--- src/rtl/mwmf_pkg.sv ---
// Package for the 3x3 hybrid median/mean filter: pixel and window types,
// fixed window geometry, divider constants and small compare helpers.
// Used by the front, queue and back modules; depends on nothing.
package mwmf_pkg;

   localparam int WINDOW_WIDTH  = 3;
   localparam int WINDOW_HEIGHT = 3;
   localparam int WIN_SIZE      = WINDOW_WIDTH * WINDOW_HEIGHT;
   localparam int NUM_COLORS    = 3;
   localparam int COMP_W        = 8;
   localparam int SUM_W         = 12;   // 8*255 + 2*255 fits in 12 bits

   // Color lanes inside a packed pixel.
   localparam int COLOR_BLUE  = 0;
   localparam int COLOR_GREEN = 1;
   localparam int COLOR_RED   = 2;

   // Division by ten: multiply by ceil(2^15/10) and keep bits [22:15].
   // The error stays below one unit of the result for sums under 16384.
   localparam int RECIP_SHIFT = 15;
   localparam int RECIP_W     = 12;
   localparam logic [RECIP_W-1:0] RECIP_TEN = RECIP_W'(3277);
   localparam int PROD_W      = SUM_W + RECIP_W;

   localparam int MEDIAN_WEIGHT = 2;

   typedef logic [COMP_W-1:0]                 comp_type;
   typedef logic [NUM_COLORS-1:0][COMP_W-1:0] pixel_type;
   typedef pixel_type [WIN_SIZE-1:0]          window_type;
   typedef logic [$clog2(WIN_SIZE)-1:0]       win_idx_type;
   typedef logic [1:0]                        slot_type;
   typedef logic [SUM_W-1:0]                  sum_type;

   localparam win_idx_type CENTER_FULL = win_idx_type'(WIN_SIZE / 2);

   // One completed group handed from the front to the back.
   typedef struct packed {
      window_type  win;
      win_idx_type center;
   } job_type;

   function automatic comp_type max2(input comp_type a, input comp_type b);
      return (a > b) ? a : b;
   endfunction

   function automatic comp_type min2(input comp_type a, input comp_type b);
      return (a < b) ? a : b;
   endfunction

   function automatic comp_type max3(input comp_type a, input comp_type b,
                                     input comp_type c);
      return max2(max2(a, b), c);
   endfunction

   function automatic comp_type min3(input comp_type a, input comp_type b,
                                     input comp_type c);
      return min2(min2(a, b), c);
   endfunction

   function automatic comp_type med3(input comp_type a, input comp_type b,
                                     input comp_type c);
      return max2(min2(a, b), min2(max2(a, b), c));
   endfunction

   // Center column by age after a column group, given the updated slot.
   function automatic win_idx_type center_of_slot(input slot_type slot);
      win_idx_type idx;
      unique case (slot)
         2'd0:    idx = win_idx_type'(WINDOW_WIDTH + 1);
         2'd1:    idx = win_idx_type'(WINDOW_WIDTH + 2);
         default: idx = win_idx_type'(WINDOW_WIDTH);
      endcase
      return idx;
   endfunction

endpackage

--- src/rtl/mwmf_if.sv ---
// Valid/ready channel interfaces of the 3x3 hybrid filter: the pixel
// request channel and the filtered result channel. No dependencies.
interface mwmf_req_if;
   logic       valid;
   logic       ready;
   logic       new_window;
   logic [7:0] red_in;
   logic [7:0] green_in;
   logic [7:0] blue_in;

   modport source (output valid, new_window, red_in, green_in, blue_in,
                   input ready);
   modport sink   (input valid, new_window, red_in, green_in, blue_in,
                   output ready);
endinterface

interface mwmf_rsp_if;
   logic       valid;
   logic       ready;
   logic [7:0] red_out;
   logic [7:0] green_out;
   logic [7:0] blue_out;

   modport source (output valid, red_out, green_out, blue_out, input ready);
   modport sink   (input valid, red_out, green_out, blue_out, output ready);
endinterface

--- src/rtl/median_weighted_mean_filter_3x3.sv ---
// 3x3 hybrid median/mean filter over RGB pixels.
// Requests (req_if) carry one pixel each. A group that starts with new_window
// set loads all nine window pixels in row-major order; a group that starts
// with it clear brings one three-pixel column, top to bottom, that replaces
// the oldest column. The first group after reset must be a full load.
// At the end of each group one response (rsp_if) carries, per color,
// (window sum - center pixel + 2 * median) / 10, truncated.
// Throughput: one request per cycle, sustained. The request channel is held
// off only while the job queue between the front and the back is full.
// Each group's result goes through the queue, then the row sort, median
// merge, weighted total, reciprocal multiply and result register stages.
// When the receiver stalls, the back pipeline freezes with the result held;
// the front keeps taking pixels until the queue fills.
// Reset (synchronous) empties the queue and pipeline and restarts the group
// and column counters; window contents are unknown until loaded.
module median_weighted_mean_filter_3x3 #(
   parameter int QUEUE_DEPTH = 2
) (
   input  logic        clock,
   input  logic        reset,
   mwmf_req_if.sink    req_if,
   mwmf_rsp_if.source  rsp_if
);
   import mwmf_pkg::*;

   logic    fr_push;
   job_type fr_job;
   logic    q_full;
   logic    q_valid;
   job_type q_job;
   logic    bk_pop;

   mwmf_front u_front (
      .clock  (clock),
      .reset  (reset),
      .req_if (req_if),
      .q_full (q_full),
      .push   (fr_push),
      .job    (fr_job)
   );

   mwmf_queue #(
      .DEPTH (QUEUE_DEPTH)
   ) u_queue (
      .clock      (clock),
      .reset      (reset),
      .push       (fr_push),
      .push_job   (fr_job),
      .pop        (bk_pop),
      .head_valid (q_valid),
      .head_job   (q_job),
      .full       (q_full)
   );

   mwmf_back u_back (
      .clock     (clock),
      .reset     (reset),
      .job_valid (q_valid),
      .job       (q_job),
      .pop       (bk_pop),
      .rsp_if    (rsp_if)
   );

   // A completed group must never meet a full queue.
   a_no_push_when_full: assert property (@(posedge clock) disable iff (reset)
      fr_push |-> !q_full)
      else $error("job pushed into a full queue");

   // Requests are held off exactly while the queue is full.
   a_ready_tracks_queue: assert property (@(posedge clock) disable iff (reset)
      q_full |-> !req_if.ready)
      else $error("request taken while the queue is full");

   // Reset leaves no response pending.
   a_reset_clears_rsp: assert property (@(posedge clock)
      reset |=> !rsp_if.valid)
      else $error("response valid right after reset");

endmodule

--- src/rtl/mwmf_front.sv ---
// Front end of the hybrid filter: takes pixel requests, keeps the 3x3 window
// and the column ring, and emits a job per completed group.
// Depends on mwmf_pkg and mwmf_req_if.
module mwmf_front (
   input  logic              clock,
   input  logic              reset,
   mwmf_req_if.sink          req_if,
   input  logic              q_full,
   output logic              push,
   output mwmf_pkg::job_type job
);
   import mwmf_pkg::*;

   window_type  win_ff, win_in;
   logic [3:0]  cnt_ff, cnt_in;
   slot_type    slot_ff, slot_in;
   logic        full_ff, full_in;
   logic        accept;
   logic        done;
   win_idx_type idx;
   pixel_type   pix;

   assign req_if.ready = !q_full;
   assign accept       = req_if.valid && req_if.ready;

   always_comb begin
      pix = '0;
      pix[COLOR_RED]   = req_if.red_in;
      pix[COLOR_GREEN] = req_if.green_in;
      pix[COLOR_BLUE]  = req_if.blue_in;

      // The kind of group is latched from the first request only.
      full_in = (cnt_ff == 4'd0) ? req_if.new_window : full_ff;

      if (full_in) begin
         idx  = win_idx_type'(cnt_ff);
         done = (cnt_ff == 4'(WIN_SIZE - 1));
      end else begin
         idx  = win_idx_type'(cnt_ff[1:0]) * win_idx_type'(WINDOW_WIDTH)
              + win_idx_type'(slot_ff);
         done = (cnt_ff == 4'(WINDOW_HEIGHT - 1));
      end

      win_in      = win_ff;
      win_in[idx] = pix;

      cnt_in  = done ? 4'd0 : cnt_ff + 4'd1;
      slot_in = slot_ff;
      if (done) begin
         if (full_in) begin
            slot_in = '0;
         end else begin
            slot_in = (slot_ff == slot_type'(WINDOW_WIDTH - 1)) ? '0 : slot_ff + 2'd1;
         end
      end

      job.win    = win_in;
      job.center = full_in ? CENTER_FULL : center_of_slot(slot_in);
      push       = accept && done;
   end

   always_ff @(posedge clock) begin
      if (reset) begin
         cnt_ff  <= '0;
         slot_ff <= '0;
         full_ff <= 1'b0;
      end else if (accept) begin
         cnt_ff  <= cnt_in;
         slot_ff <= slot_in;
         full_ff <= full_in;
      end
   end

   always_ff @(posedge clock) begin
      if (accept) begin
         win_ff <= win_in;
      end
   end

endmodule

--- src/rtl/mwmf_queue.sv ---
// Short first-in first-out queue of jobs between the front and the back
// of the hybrid filter, with the head shown ahead. Depends on mwmf_pkg.
module mwmf_queue #(
   parameter int DEPTH = 2
) (
   input  logic              clock,
   input  logic              reset,
   input  logic              push,
   input  mwmf_pkg::job_type push_job,
   input  logic              pop,
   output logic              head_valid,
   output mwmf_pkg::job_type head_job,
   output logic              full
);
   import mwmf_pkg::*;

   localparam int PTR_W = $clog2(DEPTH);
   localparam int CNT_W = $clog2(DEPTH + 1);

   job_type            mem_ff [DEPTH];
   logic [PTR_W-1:0]   wr_ptr_ff, rd_ptr_ff;
   logic [CNT_W-1:0]   count_ff;
   logic               do_push, do_pop;

   assign head_valid = (count_ff != '0);
   assign full       = (count_ff == CNT_W'(DEPTH));
   assign head_job   = mem_ff[rd_ptr_ff];
   assign do_push    = push && !full;
   assign do_pop     = pop && head_valid;

   always_ff @(posedge clock) begin
      if (reset) begin
         wr_ptr_ff <= '0;
         rd_ptr_ff <= '0;
         count_ff  <= '0;
      end else begin
         if (do_push) begin
            wr_ptr_ff <= (wr_ptr_ff == PTR_W'(DEPTH - 1)) ? '0 : wr_ptr_ff + 1'b1;
         end
         if (do_pop) begin
            rd_ptr_ff <= (rd_ptr_ff == PTR_W'(DEPTH - 1)) ? '0 : rd_ptr_ff + 1'b1;
         end
         if (do_push && !do_pop) begin
            count_ff <= count_ff + 1'b1;
         end else if (do_pop && !do_push) begin
            count_ff <= count_ff - 1'b1;
         end
      end
   end

   always_ff @(posedge clock) begin
      if (do_push) begin
         mem_ff[wr_ptr_ff] <= push_job;
      end
   end

endmodule

--- src/rtl/mwmf_back.sv ---
// Back end of the hybrid filter: a five-stage pipeline that finds the median
// per color, forms sum - center + 2*median and divides it by ten.
// Depends on mwmf_pkg and mwmf_rsp_if.
module mwmf_back (
   input  logic              clock,
   input  logic              reset,
   input  logic              job_valid,
   input  mwmf_pkg::job_type job,
   output logic              pop,
   mwmf_rsp_if.source        rsp_if
);
   import mwmf_pkg::*;

   logic en;

   // Stage 1: rows sorted, sum of the window less the center.
   logic     s1_valid_ff;
   comp_type s1_lo_ff  [NUM_COLORS][WINDOW_HEIGHT];
   comp_type s1_mid_ff [NUM_COLORS][WINDOW_HEIGHT];
   comp_type s1_hi_ff  [NUM_COLORS][WINDOW_HEIGHT];
   sum_type  s1_sum_ff [NUM_COLORS];
   // Stage 2: max of lows, median of mids, min of highs.
   logic     s2_valid_ff;
   comp_type s2_a_ff [NUM_COLORS];
   comp_type s2_b_ff [NUM_COLORS];
   comp_type s2_c_ff [NUM_COLORS];
   sum_type  s2_sum_ff [NUM_COLORS];
   // Stage 3: weighted total.
   logic     s3_valid_ff;
   sum_type  s3_total_ff [NUM_COLORS];
   // Stage 4: product with the reciprocal of ten.
   logic              s4_valid_ff;
   logic [PROD_W-1:0] s4_prod_ff [NUM_COLORS];
   // Stage 5: result register.
   logic     rsp_valid_ff;
   comp_type rsp_ff [NUM_COLORS];

   assign en  = !rsp_valid_ff || rsp_if.ready;
   assign pop = en;

   for (genvar c = 0; c < NUM_COLORS; c++) begin : g_color
      comp_type lo_in  [WINDOW_HEIGHT];
      comp_type mid_in [WINDOW_HEIGHT];
      comp_type hi_in  [WINDOW_HEIGHT];
      sum_type  sum_in;
      comp_type median;

      always_comb begin
         sum_in = '0;
         for (int i = 0; i < WIN_SIZE; i++) begin
            sum_in = sum_in + sum_type'(job.win[i][c]);
         end
         sum_in = sum_in - sum_type'(job.win[job.center][c]);
         for (int r = 0; r < WINDOW_HEIGHT; r++) begin
            lo_in[r]  = min3(job.win[3*r][c], job.win[3*r+1][c], job.win[3*r+2][c]);
            mid_in[r] = med3(job.win[3*r][c], job.win[3*r+1][c], job.win[3*r+2][c]);
            hi_in[r]  = max3(job.win[3*r][c], job.win[3*r+1][c], job.win[3*r+2][c]);
         end
         median = med3(s2_a_ff[c], s2_b_ff[c], s2_c_ff[c]);
      end

      always_ff @(posedge clock) begin
         if (en) begin
            s1_lo_ff[c]    <= lo_in;
            s1_mid_ff[c]   <= mid_in;
            s1_hi_ff[c]    <= hi_in;
            s1_sum_ff[c]   <= sum_in;
            s2_a_ff[c]     <= max3(s1_lo_ff[c][0], s1_lo_ff[c][1], s1_lo_ff[c][2]);
            s2_b_ff[c]     <= med3(s1_mid_ff[c][0], s1_mid_ff[c][1], s1_mid_ff[c][2]);
            s2_c_ff[c]     <= min3(s1_hi_ff[c][0], s1_hi_ff[c][1], s1_hi_ff[c][2]);
            s2_sum_ff[c]   <= s1_sum_ff[c];
            s3_total_ff[c] <= s2_sum_ff[c]
                            + sum_type'(median) * sum_type'(MEDIAN_WEIGHT);
            s4_prod_ff[c]  <= PROD_W'(s3_total_ff[c]) * PROD_W'(RECIP_TEN);
            rsp_ff[c]      <= s4_prod_ff[c][RECIP_SHIFT +: COMP_W];
         end
      end
   end

   always_ff @(posedge clock) begin
      if (reset) begin
         s1_valid_ff  <= 1'b0;
         s2_valid_ff  <= 1'b0;
         s3_valid_ff  <= 1'b0;
         s4_valid_ff  <= 1'b0;
         rsp_valid_ff <= 1'b0;
      end else if (en) begin
         s1_valid_ff  <= job_valid;
         s2_valid_ff  <= s1_valid_ff;
         s3_valid_ff  <= s2_valid_ff;
         s4_valid_ff  <= s3_valid_ff;
         rsp_valid_ff <= s4_valid_ff;
      end
   end

   assign rsp_if.valid     = rsp_valid_ff;
   assign rsp_if.red_out   = rsp_ff[COLOR_RED];
   assign rsp_if.green_out = rsp_ff[COLOR_GREEN];
   assign rsp_if.blue_out  = rsp_ff[COLOR_BLUE];

endmodule

--- src/flat_wrapper.sv ---
// flat-port wrapper written by rule: the top's interface ports become plain ports
module median_weighted_mean_filter_3x3_flat import mwmf_pkg::*;
#(
   parameter int QUEUE_DEPTH = 2
)
  (clock, reset, req_if_valid, req_if_new_window, req_if_red_in, req_if_green_in, req_if_blue_in, req_if_ready, rsp_if_valid, rsp_if_red_out, rsp_if_green_out, rsp_if_blue_out, rsp_if_ready);
  mwmf_req_if req_if_i ();
  mwmf_rsp_if rsp_if_i ();
  input  logic clock;
  input  logic reset;
  input wire logic [$bits(req_if_i.valid)-1:0] req_if_valid;
  input wire logic [$bits(req_if_i.new_window)-1:0] req_if_new_window;
  input wire logic [$bits(req_if_i.red_in)-1:0] req_if_red_in;
  input wire logic [$bits(req_if_i.green_in)-1:0] req_if_green_in;
  input wire logic [$bits(req_if_i.blue_in)-1:0] req_if_blue_in;
  output wire logic [$bits(req_if_i.ready)-1:0] req_if_ready;
  output wire logic [$bits(rsp_if_i.valid)-1:0] rsp_if_valid;
  output wire logic [$bits(rsp_if_i.red_out)-1:0] rsp_if_red_out;
  output wire logic [$bits(rsp_if_i.green_out)-1:0] rsp_if_green_out;
  output wire logic [$bits(rsp_if_i.blue_out)-1:0] rsp_if_blue_out;
  input wire logic [$bits(rsp_if_i.ready)-1:0] rsp_if_ready;
  assign req_if_i.valid = req_if_valid;
  assign req_if_i.new_window = req_if_new_window;
  assign req_if_i.red_in = req_if_red_in;
  assign req_if_i.green_in = req_if_green_in;
  assign req_if_i.blue_in = req_if_blue_in;
  assign req_if_ready = req_if_i.ready;
  assign rsp_if_valid = rsp_if_i.valid;
  assign rsp_if_red_out = rsp_if_i.red_out;
  assign rsp_if_green_out = rsp_if_i.green_out;
  assign rsp_if_blue_out = rsp_if_i.blue_out;
  assign rsp_if_i.ready = rsp_if_ready;
  median_weighted_mean_filter_3x3 #(.QUEUE_DEPTH(QUEUE_DEPTH)) u_core (.clock(clock), .reset(reset), .req_if(req_if_i), .rsp_if(rsp_if_i));
endmodule
--- config.mk ---
export PLATFORM = sky130hd
export DESIGN_NAME = median_weighted_mean_filter_3x3_flat
export DESIGN_NICKNAME = d
export VERILOG_FILES = /design/src/rtl/mwmf_pkg.sv /design/src/rtl/mwmf_if.sv /design/src/rtl/median_weighted_mean_filter_3x3.sv /design/src/rtl/mwmf_front.sv /design/src/rtl/mwmf_queue.sv /design/src/rtl/mwmf_back.sv /design/src/flat_wrapper.sv
export SDC_FILE = /design/constraint.sdc
export NUM_CORES = 2
export LEC_CHECK = 0
export ABC_AREA = 0
export CORE_ASPECT_RATIO = 1.4
export CORE_UTILIZATION = 25
export DETAILED_ROUTE_END_ITERATION = 7
export DONT_BUFFER_PORTS = 1
export GPL_ROUTABILITY_DRIVEN = 1
export PLACE_DENSITY = 0.45
export SYNTH_ARGS = -nofsm -noshare
export SYNTH_HDL_FRONTEND = slang
export SYNTH_SLANG_ARGS = --single-unit
--- constraint.sdc ---
create_clock -name clock -period 22.7 [get_ports clock]
set_clock_uncertainty 0.05 [all_clocks]
set_input_delay 4.54 -clock clock [delete_from_list [all_inputs] [get_ports clock]]
set_output_delay 4.54 -clock clock [all_outputs]
set_load 0.005 [all_outputs]
# Word level (Yosys, flattened, before mapping)
# Memories as Yosys holds them, arrays and structs flattened. A register that Yosys moved wholly into a read port is not among the register bits.
# Cells that the tools add are included.
# word_totals
input_bits	29
mem_count	12
ram_bits	932
output_inout_bits	26
regBits	232
wordCells	319
# mem_list
memory	words	word_bits	read_ports	rd_ports_with_merged_regs	write_ports	line_no	text
u_core.u_queue.mem_ff	2	220	1	1	1	mwmf_queue.sv:20	job_type mem_ff [DEPTH];
u_core.u_back.s1_hi_ff	3	24	3	0	3	mwmf_back.sv:20	comp_type s1_hi_ff [NUM_COLORS][WINDOW_HEIGHT];
u_core.u_back.s1_lo_ff	3	24	3	0	3	mwmf_back.sv:18	comp_type s1_lo_ff [NUM_COLORS][WINDOW_HEIGHT];
u_core.u_back.s1_mid_ff	3	24	3	0	3	mwmf_back.sv:19	comp_type s1_mid_ff [NUM_COLORS][WINDOW_HEIGHT];
u_core.u_back.s4_prod_ff	3	24	3	0	3	mwmf_back.sv:33	logic [PROD_W-1:0] s4_prod_ff [NUM_COLORS];
u_core.u_back.s1_sum_ff	3	12	3	0	3	mwmf_back.sv:21	sum_type s1_sum_ff [NUM_COLORS];
6 more memories	-	-	-	-	-	-	
# classes
n_mul	4
addsub	37
n_lt_le_gt_ge	93
muxes	114
reduce_logical	16
eq_ne	5
# ops
operator	count
$mux 8	90
$gt 8x8->1	45
$lt 8x8->1	45
$bwmux 216	1
$add 12x8->12	12
$bmux 24 s4	1
$demux 24 s4	1
$mul 12x12->24 const B	3
$mux 24	2
$add 11x8->12	3
$add 12x9->12	3
$sub 12x8->12	3
$add 10x8->11	3
$add 9x8->10	3
$add 8x8->9	3
$mux 4	3
$lt 4x5->1 const B	2
$mux 1	10
$mux 2	5
$logic_and 1x1->1	7
$pmux 3 s2	1
$add 2x1->2 const B	2
$add 4x1->4 const B	1
$add 4x2->4	1
13 further kinds	19

# Logic depth before layout (Yosys ltp)
# logic_depth
depth_word	9
ltp_mapped	36
ltp_nobuf	35

# Modules after synthesis
# From an unflattened synthesis, not the netlist that was laid out.
# unflattened
hier_cells	5843
hier_area_um2	75029.5
# by_module_without_submodules
module	instances	seq_area_each_um2	area_each_um2	cells_per_inst
mwmf_back	1	13432.9	48550.3	4570
mwmf_queue	1	13312.8	16168.0	709
mwmf_front	1	6626.4	10311.1	564

# Least setup slack after synthesis
# Ideal clock, no wire load.
# synth_path
path_kind	input port to flip-flop
from	input port rsp_if_ready
to	register u_core.u_queue.count_ff[1]
n_path_buf	1
cell_stages	6
path_slack_ps	1498
required_time_ps	22580
setup_ps	70
t_arrival_ps	21082
path_cell_list	nand2b_1 -> clkbuf_1 -> o21ai_0 -> ha_1 -> or3_1 -> a21oi_1
# synth_via
elab_chain_cells	5
word_cells_on_any_way	7
cone_classes	mux: 1; reduce/logical: 6
# synth_rtl
item	line_no	text
start: declaration	flat_wrapper.sv:21	input wire logic [$bits(rsp_if_i.ready)-1:0] rsp_if_ready;
$logic_or 1x1->1 (*)	mwmf_back.sv:38	assign en = !rsp_valid_ff || rsp_if.ready;
named net u_core.bk_pop	median_weighted_mean_filter_3x3.sv:31	logic bk_pop;
$logic_and 1x1->1 (*)	mwmf_queue.sv:29	assign do_pop = pop && head_valid;
$logic_not 1->1	mwmf_queue.sv:43	if (do_push && !do_pop) begin
$logic_and 1x1->1	mwmf_queue.sv:43	
$mux 2 or $reduce_bool 2->1 (tied branches)	-	
end signal: assignment	mwmf_queue.sv:44	count_ff <= count_ff + 1'b1;
end signal: assignment	mwmf_queue.sv:46	count_ff <= count_ff - 1'b1;
end: declaration	mwmf_queue.sv:22	logic [CNT_W-1:0] count_ff;
# The timed path passes the listed nets; every way through them passes the cells marked *.
# A chain may end at the register's enable or synchronous reset.

==> impl_metrics.json <==
{
  "final_setup_margin_ns": 13.99,
  "synth.cell_area_um2": 74500,
  "floorplan.die.height_um": 648,
  "crit_required_ns": 23.14,
  "critical-path-top-cell-by-count": "sky130_fd_sc_hd__fa_1",
  "inserted_clock_buffers": 121,
  "ctsResizeCount": 0,
  "endpoint_kind": "flop",
  "synth_most_common_cell": "sky130_fd_sc_hd__edfxtp_1",
  "crit_path_top_delay_cell": "sky130_fd_sc_hd__buf_4",
  "fp.dieArea_um2": 300000,
  "layout-drive-gt1-share_pct": 12.4,
  "synth-seq-area-share_pct": 44.7,
  "tightest_slew_ns": 1.21,
  "period_share_pct": 38.4,
  "cts_sinks": 1115,
  "postCtsHoldBufs": 0,
  "synthArstFlopShare_pct": 0,
  "critPathLaunchType": "flop",
  "post_drt_wl_per_cell_um": 20.0,
  "timing.critical_path.arrival_ns": 9.16,
  "multi_input_area_um2": 37700,
  "chipWidth_um": 463,
  "cap_viol_max_count": 0,
  "synth.cells.most_frequent": "sky130_fd_sc_hd__edfxtp_1, sky130_fd_sc_hd__ha_1, sky130_fd_sc_hd__inv_1",
  "tritoncts": "done",
  "ios": 55,
  "gpl.final_weighted_congestion": 0.884,
  "initial_cell_density_of_the_core_pct": 25.2,
  "ys.flop_type": "sky130_fd_sc_hd__edfxtp_1",
  "drt-total-wl_um": 204000,
  "cts_post_setup_buffers_inserted": 0,
  "grt_pass1_vias": 48876,
  "mean_area_per_synthesized_cell_um2": 12.2,
  "synth.distinct_cells": 90,
  "cpPeakStageDelay_ns": 0.79,
  "detailed_place_hpwl_um": 156000,
  "grt_antenna_before_repair": 3,
  "groute.usage.overall_pct": 13.4,
  "synth-seq-cells": 1115,
  "first_pass_grt_wire_length_um": 307000,
  "clock.fmax_mhz": 115,
  "synthTopCellsByArea": "sky130_fd_sc_hd__edfxtp_1, sky130_fd_sc_hd__ha_1, sky130_fd_sc_hd__fa_1, sky130_fd_sc_hd__mux2i_1, sky130_fd_sc_hd__mux2_2",
  "seq_area_um2": 33300,
  "outcome": "finished clean",
  "period_needed_ns": 8.71,
  "hold_path_class": "flop to flop",
  "drt_first_pass_iters": 5,
  "clock_tree.htree_level_count": 3,
  "rsz0062_at_grt": "false",
  "timing.setup.tns_ns": 0,
  "slew_violations": 0,
  "path_max_fanout": 49,
  "detailedRoute.firstIterationViolations": 2633,
  "cts.clk_slew.worst_paths_ns": 0.06,
  "area_delta_synth_final_pct": 12.6,
  "cts_root_buf": "sky130_fd_sc_hd__clkbuf_16",
  "rows": 236,
  "synth.net_count": 7295,
  "pre_cts_slack_ns": 13.99,
  "postSynthCellCount": 6128,
  "synth_edf_count": 1098,
  "n_fill_cell": 30420,
  "skew_pair_late_insertion_delay_ns": 0.77,
  "worst_path_class_setup": "flop to flop",
  "antenna_violating_nets_post_route": 0,
  "drt-vias-per-instance": 4.53,
  "worst_case_clock_buffer_depth": 3,
  "grt-ovfl-total": 0,
  "timing.max_slew.rel_slack_pct": 17.1,
  "route.vias.total": 46368,
  "yosysWarningCount": 0,
  "synth.top_cell.area_share_pct": 44.2,
  "core_region_area_um2": 296000,
  "yosysTopAreaCell": "sky130_fd_sc_hd__edfxtp_1",
  "buffer_ports.inserted": 0,
  "finalHoldViolCount": 0,
  "finalSetupViolCount": 0,
  "nets": 7378,
  "drt_drc_violations_left": 0,
  "maximum_number_of_pins_on_one_net_before_global_route_repair": 165
}
==> cells in the final DEF, fill, tap and decap left out, types with 9 or more instances in the layout <==
cell	synthesis	final
sky130_fd_sc_hd__edfxtp_1	1098	1098
sky130_fd_sc_hd__ha_1	836	836
sky130_fd_sc_hd__inv_1	780	780
sky130_fd_sc_hd__mux2i_1	472	469
sky130_fd_sc_hd__mux2_2	414	414
sky130_fd_sc_hd__nand2_1	375	374
sky130_fd_sc_hd__o21ai_0	315	315
sky130_fd_sc_hd__fa_1	302	302
sky130_fd_sc_hd__a21oi_1	233	233
sky130_fd_sc_hd__nor2_1	182	180
sky130_fd_sc_hd__clkbuf_16	0	122
sky130_fd_sc_hd__a21o_1	118	118
sky130_fd_sc_hd__buf_4	19	103
sky130_fd_sc_hd__nand3_1	86	86
sky130_fd_sc_hd__o21a_1	67	67
sky130_fd_sc_hd__xnor2_1	62	62
sky130_fd_sc_hd__nor2b_1	61	60
sky130_fd_sc_hd__nand4_1	60	60
sky130_fd_sc_hd__a211oi_1	56	56
sky130_fd_sc_hd__o211ai_1	51	51
sky130_fd_sc_hd__nor3_1	46	46
sky130_fd_sc_hd__nand2b_1	40	36
sky130_fd_sc_hd__a31oi_1	33	33
sky130_fd_sc_hd__xor2_1	27	27
sky130_fd_sc_hd__o21ai_1	25	25
sky130_fd_sc_hd__o21bai_1	22	22
sky130_fd_sc_hd__and3_1	21	21
sky130_fd_sc_hd__bufinv_16	0	21
sky130_fd_sc_hd__clkinv_1	0	20
sky130_fd_sc_hd__a311oi_1	18	18
sky130_fd_sc_hd__clkinv_2	0	17
sky130_fd_sc_hd__or3_1	16	16
sky130_fd_sc_hd__dfxtp_1	17	16
sky130_fd_sc_hd__and2_1	13	12
sky130_fd_sc_hd__clkbuf_1	74	12
sky130_fd_sc_hd__inv_6	0	10
sky130_fd_sc_hd__clkinvlp_4	0	10
sky130_fd_sc_hd__a21oi_2	10	9
==> per-stage QoR <==
step,cells,util [%],hold WS [ns],cell area [um^2]
after global placement,10014,26.9,0.352,79700
final,10243,28.4,0.368,84000
after CTS,10241,28.4,0.370,83900
after detailed placement,10014,26.9,0.355,79700
after global routing,10243,28.4,0.370,84000
after floorplan,6128,-,0.350,74500
==> sequential cells by signal, summed over array words and instances (netlist names), 36 cells and up, named ones only <==
name / count
u_core.u_back.s3_total_ff: 36
u_core.u_back.s1_sum_ff: 36
u_core.u_queue.mem_ff: 438
u_core.u_back.s1_lo_ff: 72
u_core.u_back.s1_mid_ff: 72
u_core.u_front.win_ff: 216
u_core.u_back.s2_sum_ff: 36
u_core.u_back.s1_hi_ff: 72
==> final cells by class <==
cell class / count / area share (%)
Antenna cell: 1 / 0.00298
Clock buffer: 134 / 3.69
Clock inverter: 93 / 1.37
Inverter: 781 / 3.49
Multi-Input combinational cell: 4084 / 44.9
Sequential cell: 1115 / 39.7
Tap cell: 3927 / 5.85
Timing Repair Buffer: 108 / 1.02
==> cells by family after synthesis <==
family          Yosys count  share of synthesized area [%]
compound gates         1026                           8.68
xor+xnor                 89                           1.05
fa+ha+maj              1138                           22.1
buf+inv                 929                           4.89
flops                  1115                           44.7
mux                     888                           12.6
simple gates            943                           5.91
==> critical path: cells and delay by family, from the launching register on <==
family	cells	cell delay, ns
flops	1	0.77
mux	1	0.62
simple gates	1	0.16
compound gates	10	1.80
fa+ha+maj	6	2.88
xor+xnor	1	0.09
buf+inv	6	1.94
==> final timing paths <==
path	start	end	slack, ns	cells after the start
worst min register to register	u_core.u_back.s1_sum_ff[0][3]$_DFFE_PP_	u_core.u_back.s2_sum_ff[0][3]$_DFFE_PP_	0.37	0
worst max register to register	flop	u_core.u_back.s1_sum_ff[0][11]$_DFFE_PP_	13.99	25
worst min-delay path	u_core.u_back.s1_sum_ff[0][3]$_DFFE_PP_	u_core.u_back.s2_sum_ff[0][3]$_DFFE_PP_	0.37	0
worst max-delay path	flop	u_core.u_back.s1_sum_ff[0][11]$_DFFE_PP_	13.99	25
==> routing by layer <==
metal  track usage, %  part of all wire, %  up-vias  wire (um)
met4             5.22                  4.0        2       8260
met3             1.94                  3.5      310       7170
li1                 -                    -    22355          -
met2             25.3                   52      742     107000
met5                0               0.0064        -         13
met1             15.0                   40    22959      81900
Power is left out: the tool's default activity adds up to more than one toggle a clock period on the data nets, which glitch-free logic cannot reach.
